[src/tcw_pkg.sv]
// ---------------------------------------------------------------------------
// Text console writer package
// Screen geometry, command codes and the item types shared by the
// front end, the command queue and the back end.
// ---------------------------------------------------------------------------
`default_nettype none

package tcw_pkg;

   // Screen geometry.
   localparam int COLS  = 80;
   localparam int ROWS  = 25;
   localparam int CELLS = COLS * ROWS;

   localparam int ADDR_W = $clog2(CELLS);
   localparam int COL_W  = (COLS > 1) ? $clog2(COLS) : 1;
   localparam int ROW_W  = (ROWS > 1) ? $clog2(ROWS) : 1;
   localparam int CELL_W = 16;

   // Fixed field widths of the ports.
   localparam int CMD_W        = 2;
   localparam int IN_COL_W     = 7;
   localparam int IN_ROW_W     = 5;
   localparam int BYTE_W       = 8;
   localparam int CURSOR_OUT_W = 11;

   // Character codes.
   localparam logic [BYTE_W-1:0] NEWLINE_CODE = 8'd10;
   localparam logic [BYTE_W-1:0] SPACE_CODE   = 8'd32;
   localparam logic [BYTE_W-1:0] RESET_ATTR   = 8'd15;

   // Depth of the queue between front and back end.
   localparam int QUEUE_DEPTH = 2;
   localparam int QPTR_W      = (QUEUE_DEPTH > 1) ? $clog2(QUEUE_DEPTH) : 1;
   localparam int QCNT_W      = $clog2(QUEUE_DEPTH + 1);

   typedef enum logic [CMD_W-1:0] {
      CMD_PUT_CHAR   = 2'd0,
      CMD_CLEAR      = 2'd1,
      CMD_SET_CURSOR = 2'd2,
      CMD_READ_CELL  = 2'd3
   } command_type;

   // One decoded command as it travels from front to back end.
   typedef struct packed {
      command_type       cmd;
      logic              use_cursor;
      logic [ROW_W-1:0]  row;
      logic [COL_W-1:0]  col;
      logic [ADDR_W-1:0] idx;
      logic              newline;
      logic [BYTE_W-1:0] cell_char;
      logic [BYTE_W-1:0] cell_attr;
   } op_type;

   // One result item.
   typedef struct packed {
      logic [CURSOR_OUT_W-1:0] cursor_position;
      logic [BYTE_W-1:0]       cell_char;
      logic [BYTE_W-1:0]       cell_attr;
      logic                    scrolled;
   } result_type;

   // Low bits of a cell index as reported on the result port.
   function automatic logic [CURSOR_OUT_W-1:0] cursor_out(input logic [ADDR_W-1:0] idx);
      logic [31:0] wide;
      wide = 32'(idx);
      return CURSOR_OUT_W'(wide);
   endfunction

endpackage

`default_nettype wire

[src/tcw_queue.sv]
// ---------------------------------------------------------------------------
// Text console writer command queue
// A short first-in first-out queue of decoded commands between the front
// end and the back end.
// ---------------------------------------------------------------------------
`default_nettype none

module tcw_queue (
   input  wire logic            clock,
   input  wire logic            reset,
   input  wire logic            push,
   input  wire tcw_pkg::op_type push_data,
   output logic                 full,
   input  wire logic            pop,
   output logic                 empty,
   output tcw_pkg::op_type      head
);
   import tcw_pkg::*;

   op_type            entry_ff [QUEUE_DEPTH];
   logic [QPTR_W-1:0] wr_ptr_ff, wr_ptr_in;
   logic [QPTR_W-1:0] rd_ptr_ff, rd_ptr_in;
   logic [QCNT_W-1:0] count_ff, count_in;
   logic              do_push, do_pop;

   assign full    = (32'(count_ff) == QUEUE_DEPTH);
   assign empty   = (count_ff == '0);
   assign do_push = push & ~full;
   assign do_pop  = pop & ~empty;
   assign head    = entry_ff[rd_ptr_ff];

   // Pointer and count update with wrap at the queue depth.
   always_comb begin
      wr_ptr_in = wr_ptr_ff;
      rd_ptr_in = rd_ptr_ff;
      count_in  = count_ff;
      if (do_push) begin
         wr_ptr_in = (32'(wr_ptr_ff) == QUEUE_DEPTH - 1) ? '0 : wr_ptr_ff + 1'b1;
      end
      if (do_pop) begin
         rd_ptr_in = (32'(rd_ptr_ff) == QUEUE_DEPTH - 1) ? '0 : rd_ptr_ff + 1'b1;
      end
      if (do_push && !do_pop) begin
         count_in = count_ff + 1'b1;
      end else if (do_pop && !do_push) begin
         count_in = count_ff - 1'b1;
      end
   end

   always_ff @(posedge clock) begin
      if (reset) begin
         wr_ptr_ff <= '0;
         rd_ptr_ff <= '0;
         count_ff  <= '0;
      end else begin
         wr_ptr_ff <= wr_ptr_in;
         rd_ptr_ff <= rd_ptr_in;
         count_ff  <= count_in;
      end
   end

   // Entry storage.
   always_ff @(posedge clock) begin
      if (do_push) begin
         entry_ff[wr_ptr_ff] <= push_data;
      end
   end

endmodule

`default_nettype wire

[config.mk]
export PLATFORM = sky130hd
export DESIGN_NAME = tcw_queue
export DESIGN_NICKNAME = d
export VERILOG_FILES = /design/src/tcw_pkg.sv /design/src/tcw_queue.sv
export SDC_FILE = /design/constraint.sdc
export NUM_CORES = 1
export LEC_CHECK = 0
export ABC_AREA = 1
export BUFFER_PORTS_ARGS = -buffer_cell sky130_fd_sc_hd__clkbuf_2
export CORE_UTILIZATION = 38
export CTS_CLUSTER_SIZE = 10
export DETAILED_ROUTE_END_ITERATION = 12
export SLEW_MARGIN = 20
export SYNTH_ARGS = -nofsm -noshare
export SYNTH_HDL_FRONTEND = slang
export SYNTH_SLANG_ARGS = --single-unit
[constraint.sdc]
create_clock -name clock -period 3.3 [get_ports clock]
set_input_delay 0.165 -clock clock [delete_from_list [all_inputs] [get_ports clock]]
set_output_delay 0.165 -clock clock [all_outputs]
set_load 0.02 [all_outputs]
# After elaboration in Yosys (flattened, before gate mapping)
# Memories as Yosys holds them, arrays and structs flattened. A register that Yosys moved wholly into a read port is not among the register bits.
# Cells that the tools add are included.
totals:
  regBits: 4
  mem_bits_rw: 86
  inputBits: 47
  output_inout_bits: 45
  word_cells: 27
  n_memories: 1
mem_list:
  columns: ["name", "words", "width", "read_ports", "rd_ports_with_merged_regs", "wr", "line", "source"]
  rows:
  - ["entry_ff", 2, 43, 1, 1, 1, "tcw_queue.sv:20", "op_type entry_ff [QUEUE_DEPTH];"]
op_classes:
  add_sub_neg: 4
  n_eq_ne: 1
  n_mux: 8
  bitwise: 4
  n_reduce_logical: 6
ops:
  columns: ["op", "n"]
  rows:
  - ["two-way mux 1 bit", 6]
  - ["two-way mux 2 bit", 2]
  - ["adder 1 bit, second input constant", 2]
  - ["adder 2 x 1 -> 2 bit, second input constant", 1]
  - ["AND 1 bit", 2]
  - ["equality test 2 bit, second input constant", 1]
  - ["logical AND 1 bit", 2]
  - ["logical NOT 1 bit", 2]
  - ["logical NOT 2 bit", 1]
  - ["NOT 1 bit", 2]
  - ["nonzero test 2 bit", 1]
  - ["subtractor 2 x 1 -> 2 bit, second input constant", 1]

# Depth between registers and ports, before layout
# Gate-level depths: netlist of the first run.
depth:
  word_depth: 7
  ltp_mapped: 10

# Worst setup path after synthesis of the first run
# No wires, ideal clock.
synth_timing:
  path_type: "reg-to-reg"
  startpoint: "register count_ff[0]"
  endpoint: "memory entry_ff[0][0] in the netlist's numbering, enable pin"
  arrival_time_ns: 2.347
  required_ns: 2.857
  setup_slack_ns: 0.509
  stages_incl_launch_ff: 3
  period_less_slack_ns: 2.791
  path_cell_list: "dfxtp_1 -> o21ai_2 -> nor2_1"
synth_via:
  elab_chain_len: 5
synth_lines:
  columns: ["element", "line", "source"]
  rows:
  - ["from (decl)", "tcw_queue.sv:23", "logic [QCNT_W-1:0] count_ff, count_in;"]
  - ["from (signal assigned)", "tcw_queue.sv:58", "count_ff <= count_in;"]
  - ["equality test 2 bit", "tcw_queue.sv:26", "assign full = (32'(count_ff) == QUEUE_DEPTH);"]
  - ["NOT 1 bit", "tcw_queue.sv:28", "assign do_push = push & ~full;"]
  - ["AND 1 bit", "tcw_queue.sv:28", null]
  - ["two-way mux 1 bit", "tcw_queue.sv:64", "if (do_push) begin"]
  - ["two-way mux 1 bit (implied by the code)", "tcw_queue.sv:65", "entry_ff[wr_ptr_ff] <= push_data;"]
  - ["to (decl)", "tcw_queue.sv:20", null]
# No other way between the ends.

==> results of run 1 <==
==> cell families (layout without fill, tap and decap cells) <==
family                     Yosys count  count (layout)
AOI/OAI and AO/OA                    6               6
DFF                                 91              91
muxes                               43              43
and+or+nand+nor                     16              16
adders and majority gates            1               1
buffers and inverters               14             161
==> per-stage QoR <==
| step | util (%) | hold WS, ns | setup slack (ns) | cells | cell area [um2] |
|---|---|---|---|---|---|
| detailed placement | 46.5 | 0.357 | 1.54 | 368 | 4130 |
| floorplan | - | 0.264 | 0.509 | 171 | 3560 |
| CTS | 53.3 | 0.000402 | 1.15 | 426 | 4740 |
| global placement | 46.5 | 0.355 | 1.54 | 368 | 4130 |
| finish | 53.3 | 0.0240 | 1.20 | 426 | 4740 |
| global route | 53.3 | 0.00489 | 1.09 | 426 | 4740 |
==> per-layer routing <==
metal  global-route usage (%)  wire, um  up-vias
met2                     21.8      2990       50
met4                     8.50       142        0
met5                        0         0        -
met1                     14.3      2570      893
met3                     2.70       221        9
li1                         -         -      941
==> final cells by class <==
cell class              count  area [um2]  area share [%]
well taps                 108         135            2.85
clock buffers               9         124            2.61
inverters                   9        33.8           0.713
repair buffers            136         936            19.8
multi-input cells          66         766            16.2
flip-flops and latches     91        2680            56.7
clock inverters             7        58.8            1.24
==> power groups by stage <==
stage	clock network [uW]	logic, uW	registers [uW]
global route	759	1060	1570
global placement	0	956	1570
finish	685	987	1550
floorplan	0	759	1530
CTS	711	1000	1550
detailed placement	0	959	1580
==> worst paths after layout <==
| path | endpoint | from |
|---|---|---|
| setup reg to reg | entry_ff[0][18] | count_ff[0] |
| hold reg to reg | wr_ptr_ff | wr_ptr_ff |
| setup / recovery | head[39] | flop |
| hold / removal | entry_ff[1][30] | push_data[30] |
==> registers in the layout, indices dropped and copies added (netlist names), named ones only <==
| name | flops |
|---|---|
| entry_ff | 86 |
| count_ff | 2 |
| wr_ptr_ff | 1 |
| rd_ptr_ff | 1 |
==> cells in the final DEF (no fill, tap or decap) <==
cell / n
a21oi_1: 1
and2_1: 1
buf_12: 3
clkbuf_2: 91
clkbuf_8: 9
clkinv_2: 1
clkinv_4: 1
clkinvlp_4: 1
dfxtp_1: 4
dfxtp_2: 1
dlygate4sd3_1: 42
edfxtp_1: 86
ha_1: 1
inv_1: 8
inv_2: 1
inv_6: 3
inv_8: 1
mux2_2: 3
mux2_4: 40
nand2_1: 4
nand3_1: 1
nand4_1: 1
nor2_1: 7
nor2_4: 2
o21ai_0: 3
o21ai_2: 2
==> metrics.txt, run 1 <==
DRC violations left 0; share of flip-flops with an asynchronous set or reset 0%; top cells by count, synth edfxtp_1 (86), mux2_4 (40), nor2_1 (9); iteration-0 DRC count of the detailed router 53; cell row count 34; antenna violations before repair 0; Power Internal 2210 uW; HPWL after DPL 3700 um; io pins 92; Fillers 728; sequential share of power 48.1%; Mean Syn Cell Area 20.8 um2; delay-heaviest family, CP flip-flops; largest family of logic cells by synthesized area multiplexers; RSZ-0062 raised after global routing no; largest net degree at the start of global routing 24; share of layout cells above drive strength 1 50.0%; Max Cap Viol 0; FF-to-FF setup slack 1.57 ns; Worst Path Required 3.13 ns; via count 1893; Clock Path Buffers 2; post-route clock skew 0.0101 ns; # setup viols final 0; vias per cell 4.44; status finished clean; P_sw 1010 uW; first-pass GRT wire length 9160 um; critical path, cell by cell buf_12 -> mux2_4 -> clkbuf_2; CP bufs+invs 2; Simple-Gate Fraction of Synth Area 1.86%; Yosys cell types 17; hold path depth 1; FMAX 477 MHz; Total Routing Usage GR 12.7%; synth warn 0; hold-fix buffer count after cts 42; average wire per standard cell 13.9 um; worst vdd ir 0.265 mV; Num CTS Buffers 9; minimum clock period 2.10 ns; Final Power 3220 uW; top cells by area in the synthesized netlist edfxtp_1 (73%), mux2_4 (17%), dfxtp_1 (2.8%); Final Max Tran Viols 0; P_leak 0.00190 uW; max incr delay on CP 0.79 ns; final wirelength 5930 um; mux share of post-synthesis cell area 17.8%; EDFF count, synth 86; Synth Area in Compound Gates 1.05%; # diodes 0; grt total ovfl 0; top cell type's share of synthesized area 72.6%; xor/xnor share of the synthesized area 0%; Synth Instances 171; FF-to-FF path depth 3; clock root buffer clkbuf_8; Sw Ratio 31.5%; core footprint 8890 um2; post-synthesis register bit count 91; Worst Path Max Fanout 23; CTS tree done; part of the Yosys area used for sequential elements 75.4%; starting density of the core 40.0%; Comb pwr share 30.6%; Synthesized Nets 219; Area Growth Syn to Fin 33.1%; PD cells 680 nW/um2; crit end category output port; crit path DAT 1.93 ns; CTS Sinks 91; IO buf count 91; Die H 98.8 um; DRT antenna net count 0; Critical Path Start Type flop; Final #Nets 361; clk slew on worst S/H paths 0.08 ns; DR pass1 iterations 4; area of the mapped netlist 3560 um2; Clock H-tree levels 3; Critical Path Slowest Stage Cell dfxtp_2; final hold violation count 0; top_reg_cell synth edfxtp_1; Placer Congestion 0.654; vias in the first global route 1881; critical path class reg2out; Die Area 9760 um2; worst hold path class in2reg; post_cts resized 0; CP Depth 3; relative slew slack 53.5%; Tcrit/Tclk final 63.5%; Clock power frac 21.3%; Die W 98.8 um; count leader, synth edfxtp_1; cell taking the most area after synthesis edfxtp_1; adder-cell area share of the yosys netlist 0.352%; worst-skew pair later-pin latency 0.35 ns; Post-CTS Setup Bufs 0; setup TNS 0 ns; Worst Max-Slew Pin Slew 0.697 ns
Power figures use the tool's default switching activity.
==> inputs of run 2 (changes only) <==
==> constraint.sdc (replaced) <==
create_clock -name clock -period 1.73 [get_ports clock]
set_input_delay 0.0865 -clock clock [delete_from_list [all_inputs] [get_ports clock]]
set_output_delay 0.0865 -clock clock [all_outputs]
set_load 0.02 [all_outputs]
==> metrics.txt, run 2 (synthesized netlist as in run 1, its figures left out) <==
Worst Path Max Fanout 4 (-83%); CTS Sinks 91 (unchanged); worst vdd ir 0.595 mV (+120%); share of layout cells above drive strength 1 49.5% (-0.46 points); via count 1928 (+1.8%); status finished clean; starting density of the core 40.0% (unchanged); Die W 98.8 um (unchanged); Num CTS Buffers 9 (unchanged); worst hold path class in2reg; Worst Max-Slew Pin Slew 0.327 ns (-0.370 ns); # setup viols final 0 (unchanged); Clock H-tree levels 3 (unchanged); FF-to-FF Start count_ff[1]; # diodes 0 (unchanged); max FFs per register 86 (unchanged); antenna violations before repair 0 (unchanged); grt total ovfl 0 (unchanged); HPWL after DPL 3980 um (+7.7%); critical path class reg2reg; CP startpoint count_ff[1]; Area Growth Syn to Fin 36.0%; Final Max Tran Viols 0 (unchanged); io pins 92 (unchanged); DRC violations left 0 (unchanged); vias per cell 4.47 (+0.67%); final worst slack 0.0980 ns (-1.11 ns); minimum clock period 1.63 ns; IO buf count 91 (unchanged); vias in the first global route 1874 (-0.37%); final hold violation count 0 (unchanged); P_leak 0.00195 uW (+2.4%); footprint of the multi-input gates 773 um2 (+0.98%); DRT antenna net count 0 (unchanged); CTS tree done; biggest regs entry_ff x86, count_ff x2; worst-skew pair later-pin latency 0.34 ns (about the same); Worst Path Required 2.02 ns (-1.11 ns); setup TNS 0 ns (unchanged); Hold Startpoint reset; Tcrit/Tclk final 94.3%; PD cells 1330 nW/um2 (+96%); Placer Congestion 0.661 (+1.1%); FMAX 613 MHz; average wire per standard cell 14.4 um (+3.5%); first-pass GRT wire length 9230 um (+0.75%); crit path DAT 1.92 ns (about the same); core footprint 8890 um2 (unchanged); post-route clock skew 0.00841 ns (-0.00172 ns); cell row count 34 (unchanged); Die Area 9760 um2 (unchanged); most frequent cells in the layout clkbuf_2 (91), edfxtp_1 (86), dlygate4sd3_1 (43); DR pass1 iterations 4 (unchanged); Max Cap Viol 0 (unchanged); final wirelength 6200 um (+4.7%); crit end category flop; Post-CTS Setup Bufs 0 (unchanged); Die H 98.8 um (unchanged); relative slew slack 78.2% (+25 points); largest net degree at the start of global routing 25 (+4.2%); Fillers 744 (+2.2%); most common cell after layout, fill and taps aside clkbuf_2; Final #Nets 366 (+1.4%); Largest Register entry_ff; iteration-0 DRC count of the detailed router 37 (-30%); clock root buffer clkbuf_8; Total Routing Usage GR 12.7% (-0.027 points); Clock Path Buffers 2 (unchanged); clk slew on worst S/H paths 0.08 ns (about the same); Critical Path Start Type flop; storage element area 2690 um2 (about the same); Place WS 0.0770 ns (-1.46 ns)
[run 2: cell types whose count changed in the layout (fill, tap and decap cells not counted), sizes merged]
cell         change
dlygate4sd3      +1
inv              -4
clkinvlp         -1
clkbuf           +2
bufinv           +2
clkinv           +1
buf              +4
[run 2: final timing paths]
kind | endpoint | slack (ns) | cells after the start
worst max-delay path | count_ff[1] | 0.1 | 9
worst min-delay path | count_ff[1] | 0.05 | 4
worst max register to register | count_ff[1] | 0.1 | 9
worst min register to register | wr_ptr_ff | 0.54 | 2
[run 2: layout make-up]
type	count	share of cell area, %
Timing Repair Buffer	141	20.7
Tap cell	108	2.79
Inverter	9	0.698
Clock buffer	11	2.72
Sequential cell	91	55.5
Multi-Input combinational cell	66	16.0
Clock inverter	5	1.60
[run 2: power by group]
| group | switching (uW) | total [uW] | internal, uW |
|---|---|---|---|
| clock | 692 | 1500 | 811 |
| sequential | 145 | 2930 | 2780 |
| combinational | 1070 | 2020 | 941 |
[run 2: repair_timing]
action,in CTS,in global routing
gates resized for setup,1,1
endpoints found under the setup margin,21,1
hold endpoints to repair,86,0
hold buffers,43,0
[run 2: layer usage]
metal	up-vias	track usage [%]	routed length, um
met3	9	2.98	272
met4	0	5.17	85
met5	-	0	0
met2	60	21.3	3070
li1	940	-	-
met1	919	15.9	2780
[run 2: critical path: stages (launching register included)]
cell     delay [ns]
dfxtp_1        0.40
inv_1          0.13
o21ai_4        0.24
inv_1          0.10
ha_1           0.34
inv_1          0.10
nand3_1        0.09
nand2_1        0.07
inv_1          0.04
nor2_1         0.08
[run 2: per-stage QoR]
stage | instances | hold WS (ns) | utilization (%) | power, uW | area (um2)
final | 431 | 0.0483 | 54.4 | 6450 | 4840
after global routing | 431 | 0.0506 | 54.4 | 6730 | 4840
after CTS | 431 | 0.0374 | 54.3 | 6510 | 4830
after detailed placement | 372 | 0.279 | 47.1 | 4930 | 4190
after global placement | 372 | 0.274 | 47.1 | 4890 | 4190
after floorplan | 171 | 0.185 | - | 4370 | 3560
