File: src/tcw_pkg.sv
// ---------------------------------------------------------------------------
// Text console writer package
// Screen geometry, command codes and the item types shared by the
// front end, the command queue and the back end.
// ---------------------------------------------------------------------------
`default_nettype none

package tcw_pkg;

   // Screen geometry.
   localparam int COLS  = 80;
   localparam int ROWS  = 25;
   localparam int CELLS = COLS * ROWS;

   localparam int ADDR_W = $clog2(CELLS);
   localparam int COL_W  = (COLS > 1) ? $clog2(COLS) : 1;
   localparam int ROW_W  = (ROWS > 1) ? $clog2(ROWS) : 1;
   localparam int CELL_W = 16;

   // Fixed field widths of the ports.
   localparam int CMD_W        = 2;
   localparam int IN_COL_W     = 7;
   localparam int IN_ROW_W     = 5;
   localparam int BYTE_W       = 8;
   localparam int CURSOR_OUT_W = 11;

   // Character codes.
   localparam logic [BYTE_W-1:0] NEWLINE_CODE = 8'd10;
   localparam logic [BYTE_W-1:0] SPACE_CODE   = 8'd32;
   localparam logic [BYTE_W-1:0] RESET_ATTR   = 8'd15;

   // Depth of the queue between front and back end.
   localparam int QUEUE_DEPTH = 2;
   localparam int QPTR_W      = (QUEUE_DEPTH > 1) ? $clog2(QUEUE_DEPTH) : 1;
   localparam int QCNT_W      = $clog2(QUEUE_DEPTH + 1);

   typedef enum logic [CMD_W-1:0] {
      CMD_PUT_CHAR   = 2'd0,
      CMD_CLEAR      = 2'd1,
      CMD_SET_CURSOR = 2'd2,
      CMD_READ_CELL  = 2'd3
   } command_type;

   // One decoded command as it travels from front to back end.
   typedef struct packed {
      command_type       cmd;
      logic              use_cursor;
      logic [ROW_W-1:0]  row;
      logic [COL_W-1:0]  col;
      logic [ADDR_W-1:0] idx;
      logic              newline;
      logic [BYTE_W-1:0] cell_char;
      logic [BYTE_W-1:0] cell_attr;
   } op_type;

   // One result item.
   typedef struct packed {
      logic [CURSOR_OUT_W-1:0] cursor_position;
      logic [BYTE_W-1:0]       cell_char;
      logic [BYTE_W-1:0]       cell_attr;
      logic                    scrolled;
   } result_type;

   // Low bits of a cell index as reported on the result port.
   function automatic logic [CURSOR_OUT_W-1:0] cursor_out(input logic [ADDR_W-1:0] idx);
      logic [31:0] wide;
      wide = 32'(idx);
      return CURSOR_OUT_W'(wide);
   endfunction

endpackage

`default_nettype wire

File: src/tcw_front.sv
// ---------------------------------------------------------------------------
// Text console writer front end
// Accepts commands, saturates the target cell, resolves the attribute and
// holds the decoded command in a stage register until the queue takes it.
// ---------------------------------------------------------------------------
`default_nettype none

module tcw_front (
   input  wire logic                            clock,
   input  wire logic                            reset,
   input  wire logic                            init_busy,
   input  wire logic [tcw_pkg::BYTE_W-1:0]      default_attr,
   input  wire logic                            req_push,
   output logic                                 req_full,
   input  wire logic [tcw_pkg::CMD_W-1:0]       req_command,
   input  wire logic                            req_use_cursor,
   input  wire logic [tcw_pkg::IN_COL_W-1:0]    req_column,
   input  wire logic [tcw_pkg::IN_ROW_W-1:0]    req_line,
   input  wire logic [tcw_pkg::BYTE_W-1:0]      req_char_code,
   input  wire logic [tcw_pkg::BYTE_W-1:0]      req_attribute,
   input  wire logic                            q_full,
   output logic                                 q_push,
   output tcw_pkg::op_type                      q_data
);
   import tcw_pkg::*;

   logic             st_valid_ff, st_valid_in;
   op_type           st_ff, st_in;
   logic             accept;
   logic [COL_W-1:0] col_sat;
   logic [ROW_W-1:0] row_sat;

   // The stage may take a new transfer unless init is busy or it holds one the queue refuses.
   assign req_full = init_busy | (st_valid_ff & q_full);
   assign accept   = req_push & ~req_full;
   assign q_push   = st_valid_ff & ~q_full;
   assign q_data   = st_ff;

   // Saturate column and row to the screen and form the cell index.
   always_comb begin
      col_sat = (32'(req_column) > COLS - 1) ? COL_W'(COLS - 1) : COL_W'(req_column);
      row_sat = (32'(req_line) > ROWS - 1) ? ROW_W'(ROWS - 1) : ROW_W'(req_line);
      st_in            = st_ff;
      st_in.cmd        = command_type'(req_command);
      st_in.use_cursor = req_use_cursor;
      st_in.row        = row_sat;
      st_in.col        = col_sat;
      st_in.idx        = ADDR_W'(32'(row_sat) * COLS + 32'(col_sat));
      st_in.newline    = (req_char_code == NEWLINE_CODE);
      st_in.cell_char  = req_char_code;
      st_in.cell_attr  = (req_attribute == '0) ? default_attr : req_attribute;
   end

   // Stage valid flag.
   always_comb begin
      st_valid_in = st_valid_ff;
      if (accept) begin
         st_valid_in = 1'b1;
      end else if (q_push) begin
         st_valid_in = 1'b0;
      end
   end

   always_ff @(posedge clock) begin
      if (reset) begin
         st_valid_ff <= 1'b0;
      end else begin
         st_valid_ff <= st_valid_in;
      end
   end

   // Stage payload.
   always_ff @(posedge clock) begin
      if (accept) begin
         st_ff <= st_in;
      end
   end

endmodule

`default_nettype wire

File: config.mk
export PLATFORM = sky130hd
export DESIGN_NAME = tcw_front
export DESIGN_NICKNAME = d
export VERILOG_FILES = /design/src/tcw_pkg.sv /design/src/tcw_front.sv
export SDC_FILE = /design/constraint.sdc
export NUM_CORES = 1
export LEC_CHECK = 0
export BUFFER_PORTS_ARGS = -buffer_cell sky130_fd_sc_hd__clkbuf_2
export CAP_MARGIN = 20
export CORE_ASPECT_RATIO = 0.5
export CORE_MARGIN = 8
export CORE_UTILIZATION = 45
export CTS_CLUSTER_DIAMETER = 40
export DETAILED_ROUTE_END_ITERATION = 16
export PLACE_DENSITY = 0.79
export SETUP_SLACK_MARGIN = 0.5
export SYNTH_ARGS = -nofsm -noshare
export SYNTH_HDL_FRONTEND = slang
export SYNTH_SLANG_ARGS = --single-unit
File: constraint.sdc
create_clock -name clock -period 3.4 [get_ports clock]
set_input_delay 0.34 -clock clock [delete_from_list [all_inputs] [get_ports clock]]
set_output_delay 0.34 -clock clock [all_outputs]
set_load 0.02 [all_outputs]
After elaboration in Yosys (flattened, before gate mapping)
Cells that the tools add are included.

cells by class
  reduce and logical (&&, ||, !) cells = 2
  $mul = 1
  add/sub/neg operators = 1
  order comparisons = 2
  multiplexer cells = 5
  equal/unequal tests = 1
  bitwise logic cells = 6

operators with widths
  kind                                              count
  adder 11 x 7 -> 11 bit                            1
  == test 8 x 4 -> 1 bit, second input constant     1
  logical NOT 8 bit                                 1
  2-to-1 mux 8 bit                                  1
  > comparator 7 bit, second input constant         1
  multiplier 5 x 3 -> 7 bit, second input constant  1
  2-to-1 mux 7 bit                                  1
  > comparator 5 bit, second input constant         1
  2-to-1 mux 5 bit                                  1
  bitwise AND 1 bit                                 3
  2-to-1 mux 1 bit                                  2
  NOT 1 bit                                         2
  nonzero test 2 bit                                1
  bitwise OR 1 bit                                  1

storage, ports and cells
  output and inout port bits = 45
  word-level logic and storage cells = 27
  flip-flop bits (word level) = 44
  bits of input ports = 44

Depth between registers and ports, before layout
Gate-level depths: netlist (run 1).

  depth after elaboration = 5
  gate-level depth with buffers = 11
  mapped depth without buffers = 11

Worst setup path before layout (run 1)
Ideal clock, no wire load.

  path type = input to register
  start point = input port init_busy
  end point = register st_ff (netlist bit q_data[0]) (enable)
  required time = 2965 ps
  cell stages on the path = 2
  arrival = 2274 ps
  buffers on the path = 0
  slack = 690 ps
  cells stage by stage = nand2b_1 > nor2_1

on the way
  cells in the longest elaborated chain, start to end = 3

ends and longest elaborated chain
  element               line             source
  start, declared       tcw_front.sv:11  input wire logic init_busy,
  bitwise OR 1 bit      tcw_front.sv:34  assign req_full = init_busy | (st_valid_ff & q_full);
  NOT 1 bit             tcw_front.sv:35  assign accept = req_push & ~req_full;
  bitwise AND 1 bit     tcw_front.sv:35
  named net accept      tcw_front.sv:29  logic accept;
  end signal, assigned  tcw_front.sv:75  st_ff <= st_in;
  end, declared         tcw_front.sv:28  op_type st_ff, st_in;

The timed path passes the listed nets, and every way through them passes these cells.
A chain may end at the register's enable or synchronous reset.

==> results of run 1 <==
## through the flow
stage	hold WS (ns)	power (uW)	instance area, um^2	setup WS, ns
2_1_floorplan	0.4091	698.8	1743	0.6902
3_3_place_gp	0.4551	759.1	2217	0.8951
3_5_place_dp	0.4687	765.6	2217	0.8049
4_1_cts	0.1980	1060	2298	1.117
5_1_grt	0.2022	1096	2318	0.9831
6_report	0.2023	1051	2318	1.146
## worst min-delay path by stage
stage                              from                  endpoint  slack (ns)  cells after the start
2_1_floorplan                     reset  st_valid_ff$_SDFFE_PP0P_        0.41                      1
3_3_place_gp   st_valid_ff$_SDFFE_PP0P_  st_valid_ff$_SDFFE_PP0P_        0.46                      2
3_5_place_dp   st_valid_ff$_SDFFE_PP0P_  st_valid_ff$_SDFFE_PP0P_        0.47                      2
4_1_cts                           reset  st_valid_ff$_SDFFE_PP0P_        0.20                      2
5_1_grt                           reset  st_valid_ff$_SDFFE_PP0P_        0.20                      2
6_report                          reset  st_valid_ff$_SDFFE_PP0P_        0.20                      2
## placed cells by master, fill, tap and decap left out
cell type and instances:
a21o_1 10, a21oi_1 3, and2_1 2, buf_12 1
clkbuf_2 88, clkbuf_8 5, clkinv_2 1, clkinvlp_4 1
dfxtp_1 1, edfxtp_1 39, fa_1 2, ha_1 9
inv_1 9, nand2_1 3, nand2b_1 7, nand4bb_1 1
nor2_1 1, nor2_4 2, nor2b_1 3, nor3b_1 1
o2111ai_1 1, o21ai_0 2, or4_1 1, or4_4 2
xnor2_1 6, xor2_1 1
## worst reg2reg max path: cells and delay by family (launching register included)
| kind | cells | cell delay [ns] |
|---|---|---|
| buf+inv | 1 | 0.24 |
| flops | 1 | 0.31 |
| simple gates | 3 | 0.35 |
## logic make-up after synthesis
family          share of synthesized area
xor+xnor                          0.03518
flops                              0.6834
fa+ha+maj                         0.08758
buf+inv                           0.04307
simple gates                      0.08830
compound gates                    0.06245
## area by class of cell
cell class              instances  share of cell area
multi-input cells              57              0.2089
repair buffers                 89              0.1986
clock buffers                   5             0.02968
flip-flops and latches         40              0.5138
clock inverters                 2            0.005397
inverters                       9             0.01457
well taps                      54             0.02914
## per-layer routing
metal | GRT usage | up-vias | part of all wire
met4 | 0.05499 | 0 | 0.0090
met3 | 0.04516 | 2 | 0.057
met2 | 0.2418 | 29 | 0.57
li1 | - | 581 | -
met1 | 0.1106 | 531 | 0.36
met5 | 0 | - | 0
## state kept, by name (all words and copies together) (netlist names)
signal       count
q_data          39
st_valid_ff      1
## power by group through the flow
stage / Sequential [uW] / Clock [uW] / Combinational, uW
floorplan: 625 / 0 / 74.2
global placement: 592 / 0 / 167
detailed placement: 593 / 0 / 172
CTS: 582 / 305 / 173
global route: 583 / 324 / 190
finish: 581 / 297 / 173
==> results by stage, run 1 <==
Outcome:
- The run finished with clean final reports.

STA:
- Setup repair after global routing left no endpoint under its margin.
- Between clock sinks in the finished design, the worst skew comes to 0.01152 ns.
- The count of pins over their slew limit came to 0.
- For the pin with the worst max-slew slack, the measured transition is approximately 0.45 ns.
- Static timing analysis puts the maximum clock frequency at about 440 MHz.
- The routed design could run at a clock period as short as roughly 2.3 ns.
- The final-layout setup total negative slack is 0 ns.
- The relative max-transition margin is 0.6998.
- The final hold violation count is 0.
- In the finished design, the share of the clock period the worst path needs comes to 0.6630.
- The final count of negative-setup-slack endpoints is 0.

Power and ir drop:
- Cell internal power was estimated by the tool at 784.8 uW.
- The share of total power in sequential cells is 0.553.
- The total power per unit cell area is 453.4 nW/um^2.
- Of the total power, the clock network draws 0.282.
- Of the total power, combinational logic draws 0.165.
- IR analysis of the VDD net gives a maximum drop of roughly 0.00019 V.
- Of the total power, the share spent switching nets is 0.2535.
- The analysis attributes to cell leakage a power of 0.001066 uW.
- The switching power is 266.5 uW.

Setup path:
- The register-to-register path setup slack is about 2.2 ns.
- The data arrival time at the worst-slack endpoint is 2.31 ns.
- The worst reg2reg path endpoint is q_data[16]$_DFFE_PP_.
- The worst register-to-register path begins at st_valid_ff$_SDFFE_PP0P_.
- Counting buffers and inverters, the worst setup path is 12 cells deep.
- The largest individual stage delay along the critical path comes from the cell fa_1.
- The required time at the worst-slack endpoint is 3.46 ns.
- For the worst flop-to-flop path, the logic depth is 4.
- Along the worst path, the maximum fanout reaches 4.
- The most numerous cell type found on the critical path is xnor2_1.
- The signal on the critical path passes through clkbuf_2, nand2_1, nand2_1, inv_1, ha_1, ha_1, inv_1, fa_1, xnor2_1, o2111ai_1, xnor2_1, xnor2_1.
- In this run the worst setup path terminates at q_data[27]$_DFFE_PP_.
- Tracing the worst setup path back leads to its startpoint at req_line[4].
- STA classifies the critical path startpoint as a primary input.
- The worst setup path is of the primary input to register kind.
- The worst setup path is captured at a register.
- The number of buffers and inverters on the critical path is 3.
- The category of cells accounting for the largest share of critical-path delay is adder cells.
- The largest single stage delay on the critical path is 0.37 ns.

Synthesis:
- The number of flops mapped to enable cells by yosys is 39.
- After technology mapping, the gate count stands at roughly 110.
- The commonest cells after synthesis are edfxtp_1 (39), a21o_1 (10), ha_1 (9), inv_1 (9), nand2b_1 (7).
- The share of the synthesized area in the top cell type is 0.6719.
- After synthesis the cells add up to 1743 um^2.
- The share of the Yosys chip area taken by registers is 0.6834.
- Sorting the synthesized cells by area gives the leading types as edfxtp_1 (67%), ha_1 (6.5%), a21o_1 (4.3%).
- The number of nets produced by synthesis is roughly 170.
- The share of synthesized registers carrying an async set or reset is 0.
- The post-synthesis register bit count is 40.
- The synthesized design spends more area on one cell type than any other, namely edfxtp_1.
- The synthesized area per cell is between 15 and 20 um^2.
- The synthesis warning total is 0.
- edfxtp_1 is the most common cell in the netlist.
- The netlist uses 23 different library cells.
- The top flip-flop cell by instance count after synthesis is edfxtp_1.

Clocking:
- The clock passes through at most 2 buffers.
- In this run, post-CTS hold repair placed 0 buffers.
- TritonCTS built the clock tree.
- Post-CTS timing repair inserted 0 buffers for setup.
- Clock-pin slew was measured on the worst setup and hold paths at 0.08 ns.
- The number of cells upsized or downsized after cts is 0.
- Counting every sink on the clock net gives 40.
- The H-tree level count is 2.
- The later pin in the worst-skew pair is clocked with a latency of 0.29 ns.
- Counting the buffers created by CTS gives 5.
- The buffer cell driving the clock tree root is clkbuf_8.

Floorplanning:
- The number of cell rows is 16.
- For this design the top-level I/O count stands at 89.
- The effective utilization at floorplan is 0.4582.
- The region available for standard cell placement spans 3804 um^2.
- The die covers 6241 um^2.
- The floorplan step set the die height to 60.01 um.
- The die is 104.0 um wide.

Routing:
- The detailed router's first-iteration violation count is 33.
- The routed length per instance is 15.15 um.
- Summed over all layers, the routed wires come to 3879 um.
- The routed layout has 1143 vias.
- The residual DRC count is 0.
- The number of detailed-route iterations in the first pass is 4.
- After detailed routing, the number of vias per cell comes to 4.465.
- The detail route stage leaves a number of antenna-violating nets equal to 0.

Global routing:
- For this run the aggregate overflow at the end of global routing stands at 0.
- The number of antenna violations at the first check in global routing was 0.
- The via count of the first global-routing pass is 1230.
- The first-pass GRT wire length is 5892 um.
- Entering global routing, the biggest net connects 40 pins.
- For this run, the total global-route usage over all layers was measured as 0.1212.

Placement:
- The number of cells in the design after placement is 248.
- At the end of routability-driven placement, the weighted congestion stood at 0.8707.
- The count of port buffers added during placement is 88.
- Summed over all nets, the half-perimeter wirelength after detailed placement is 3146 um.

Final layout:
- The area growth from synthesis to layout is 33.02%.
- The number of fill cells in the layout is between 300 and 400.
- The final core area utilization is 0.6095.
- The number of antenna diodes in the final layout is 0.
- The count of cells in the finished layout, fillers not included, comes to 256.
- The area taken by flip-flops and latches is 1191 um^2.
- The area of the multi-input gates is 484.2 um^2.
- The share of cells above drive strength 1 is 0.4950.
- At the end of the flow, the number of nets in the layout was roughly 260.

Worst hold path:
- In this run the worst hold path is classified as primary input to register.

Run:
- Max-cap violations in this run came to 0.
Power figures use the tool's default switching activity.
==> inputs of run 2 (changes only) <==
--- a/config.mk
+++ b/config.mk
@@ -9,10 +9,10 @@
 export CAP_MARGIN = 20
 export CORE_ASPECT_RATIO = 0.5
 export CORE_MARGIN = 8
-export CORE_UTILIZATION = 45
+export CORE_UTILIZATION = 40
 export CTS_CLUSTER_DIAMETER = 40
 export DETAILED_ROUTE_END_ITERATION = 16
-export PLACE_DENSITY = 0.79
+export PLACE_DENSITY = 0.75
 export SETUP_SLACK_MARGIN = 0.5
 export SYNTH_ARGS = -nofsm -noshare
 export SYNTH_HDL_FRONTEND = slang
==> constraint.sdc (replaced) <==
create_clock -name clock -period 1.9 [get_ports clock]
set_input_delay 0.19 -clock clock [delete_from_list [all_inputs] [get_ports clock]]
set_output_delay 0.19 -clock clock [all_outputs]
set_load 0.02 [all_outputs]
==> results by stage, run 2 (same netlist as run 1, synthesis figures left out) <==
Setup path:
- The nature of the critical path endpoint is a register.
- The number of buffers and inverters on the critical path is 4.
- The critical path goes through clkbuf_16, nand2_8, nand2_4, inv_4, ha_4, ha_4, inv_2, fa_2, inv_2, o2111ai_2, xnor2_1, xnor2_1.
- The setup path with the least slack is of type primary input to register.
- The kind of start point of the critical path is a primary input.
- The slowest stage of the critical path belongs to the cell fa_2.
- The highest net fanout along the worst path is 3.
- The delay contributed by the slowest stage of the critical path is 0.45 ns.
- The required time at the worst-slack endpoint is 1.94 ns.
- Among cell families on the critical path, the largest total delay comes from adder cells.
- The data arrival time at the worst-slack endpoint is 1.83 ns.

Placement:
- The count of buffers added on input and output ports is 88.
- Once detailed placement completed, the half-perimeter wirelength came to 3472 um.
- The placed instance area is ~2500 um^2.
- Before CTS, the worst setup slack after placement is -0.2774 ns.
- The final weighted congestion in routability-driven placement is 0.7234.

Run:
- The max-capacitance violation count is 0.

Global routing:
- For met1 alone, demand over resource in global routing was 0.1120.
- The global-route usage over all layers is 0.1250.
- The via count of the first global-routing pass came to 1368.
- The largest net degree at the start of global routing is 40.
- The met2 capacity usage during global routing is 0.2534.
- The number of antenna violations at the first check in global routing was 0.
- The routing layer with the top usage in global route is met2.
- The total grt overflow is 0.
- The first-pass GRT wire length is 6617 um.
- The met3 track demand over resource is 0.03395.

Clocking:
- The clock slew seen by the registers of the worst setup and hold paths is 0.07 ns.
- Clock tree synthesis inserted a total of 5 buffers.
- TritonCTS built the clock tree.
- CTS built an H-tree with a depth of 2.
- The clock passes through at most 2 buffers.
- The later pin in the worst-skew pair is clocked with a latency of 0.28 ns.
- The buffer cell driving the clock tree root is clkbuf_8.
- The count of hold buffers inserted by post-cts repair is 0.
- For this design, the sink count on the clock tree is 40.

Final layout:
- The final design instance area without fill is 2659 um^2.
- Leaving out fill and tap cells, the most frequent cell in the layout is clkbuf_2.
- The number of nets in the final layout is between 200 and 300.
- Summing all flip-flop and latch instances after layout gives 1191 um^2.
- The number of fill cells in the layout is ~340.
- The area of the multi-input gates is between 600 and 700 um^2.
- The register with the most flip-flops in the layout has 39 of them.
- The layout overhead on the synthesized area is 52.55%.
- The repair_antennas step left the layout with diodes totalling 0.
- The share of cells above drive strength 1 is 0.6376.
- The top cell types in the final layout, fill and taps aside, are clkbuf_2 (86), edfxtp_1 (39), buf_4 (11), a21o_1 (10).

Outcome:
- The flow ran to the end, and the final reports show no timing, DRC or antenna violations.

Power and ir drop:
- In this run the static leakage power is 0.001187 uW.
- The total design power is 2014 uW.
- The worst-case vdd ir drop is 0.0002895 V.
- Dividing total power by cell area gives a power density of 757.6 nW/um^2.

STA:
- Setup violations remaining at the end of the flow were counted as 0.
- For the finished layout, the period the worst path requires is ~1.8 ns.
- The count of pins over their slew limit is 0.
- The post-route fraction of the period consumed by the critical path is 0.9471.
- The maximum clock frequency is between 500 and 600 MHz.
- The final hold violation count is 0.
- The relative max-transition margin is 0.7316.
- Clock skew on the completed layout was measured at between 0.004 and 0.005 ns.
- The final worst setup slack is between 0.1 and 0.15 ns.
- The worst-margin pin slew is around 0.4 ns.
- Setup repair after global routing could not meet its margin everywhere.

Routing:
- The count of vias placed by the detailed router is 1257.
- In the final routed layout, each cell accounts on average for 15.98 um.
- For this run, the detailed router's first-pass iteration total came to 4.
- Dividing the detail-routed via count by the number of cells gives 4.571.
- After the first detailed-routing iteration, the DRC count stood at 38.
- The post-detailed-routing wire length is 4395 um.
- After detailed routing, the number of remaining DRC violations is 0.
- The count of nets left with antenna violations once routing finished came out at 0.

Floorplanning:
- The placeable core area is 4297 um^2.
- The die covers about 6900 um^2.
- The die width is 109.4 um.
- The floorplan step set the die height to 62.68 um.
- The number of cell rows is 17.
- For this design the top-level I/O count stands at about 90.
- The initial utilization of the core area, before any placement, comes to 0.4056.

Worst hold path:
- The class of the most critical hold timing path is primary input to register.
## run 2: worst paths after layout
path	end	slack, ns	cells past startpoint	start
worst max-delay path	q_data[27]$_DFFE_PP_	0.10	12	req_line[4]
worst min-delay path	st_valid_ff$_SDFFE_PP0P_	0.06	2	reset
worst max register to register	q_data[5]$_DFFE_PP_	0.76	4	st_valid_ff$_SDFFE_PP0P_
worst min register to register	st_valid_ff$_SDFFE_PP0P_	0.50	2	st_valid_ff$_SDFFE_PP0P_
## run 2: through the flow
stage           TNS, ns  cells  hold slack, ns    util
6_report              0    275         0.05791  0.6188
5_1_grt               0    275         0.04618  0.6188
4_1_cts               0    273         0.04355  0.6066
3_5_place_dp    -0.6422    263          0.3485  0.5708
3_3_place_gp    -0.4921    263          0.3467  0.5708
2_1_floorplan  -0.05104    113          0.2591       -
## run 2: power by group
part | internal (uW) | switching (uW) | total (uW)
logic | 225 | 231 | 455
clock network | 255 | 262 | 518
registers | 1030 | 12.8 | 1040
total | 1510 | 506 | 2010
## run 2: timing repair
item | 4_1_cts | 5_1_grt
setup endpoints to repair | 5 | 5
resized for setup | 11 | 8
buffers inserted | 2 | 2
pin swaps | 9 | 9
## run 2: final cells by class
type | instances | area share
clock buffers | 7 | 0.02871
clock inverters | 1 | 0.001412
repair buffers | 104 | 0.2362
well taps | 57 | 0.02682
multi-input cells | 57 | 0.2452
flip-flops and latches | 40 | 0.4480
inverters | 9 | 0.01365
## run 2: routing by layer
layer  wire [um]  vias up  share of wire
met2        2645       36           0.60
met1        1396      600           0.32
met4          71        0          0.016
li1            -      614              -
met3         283        7          0.064
met5           0        -              0
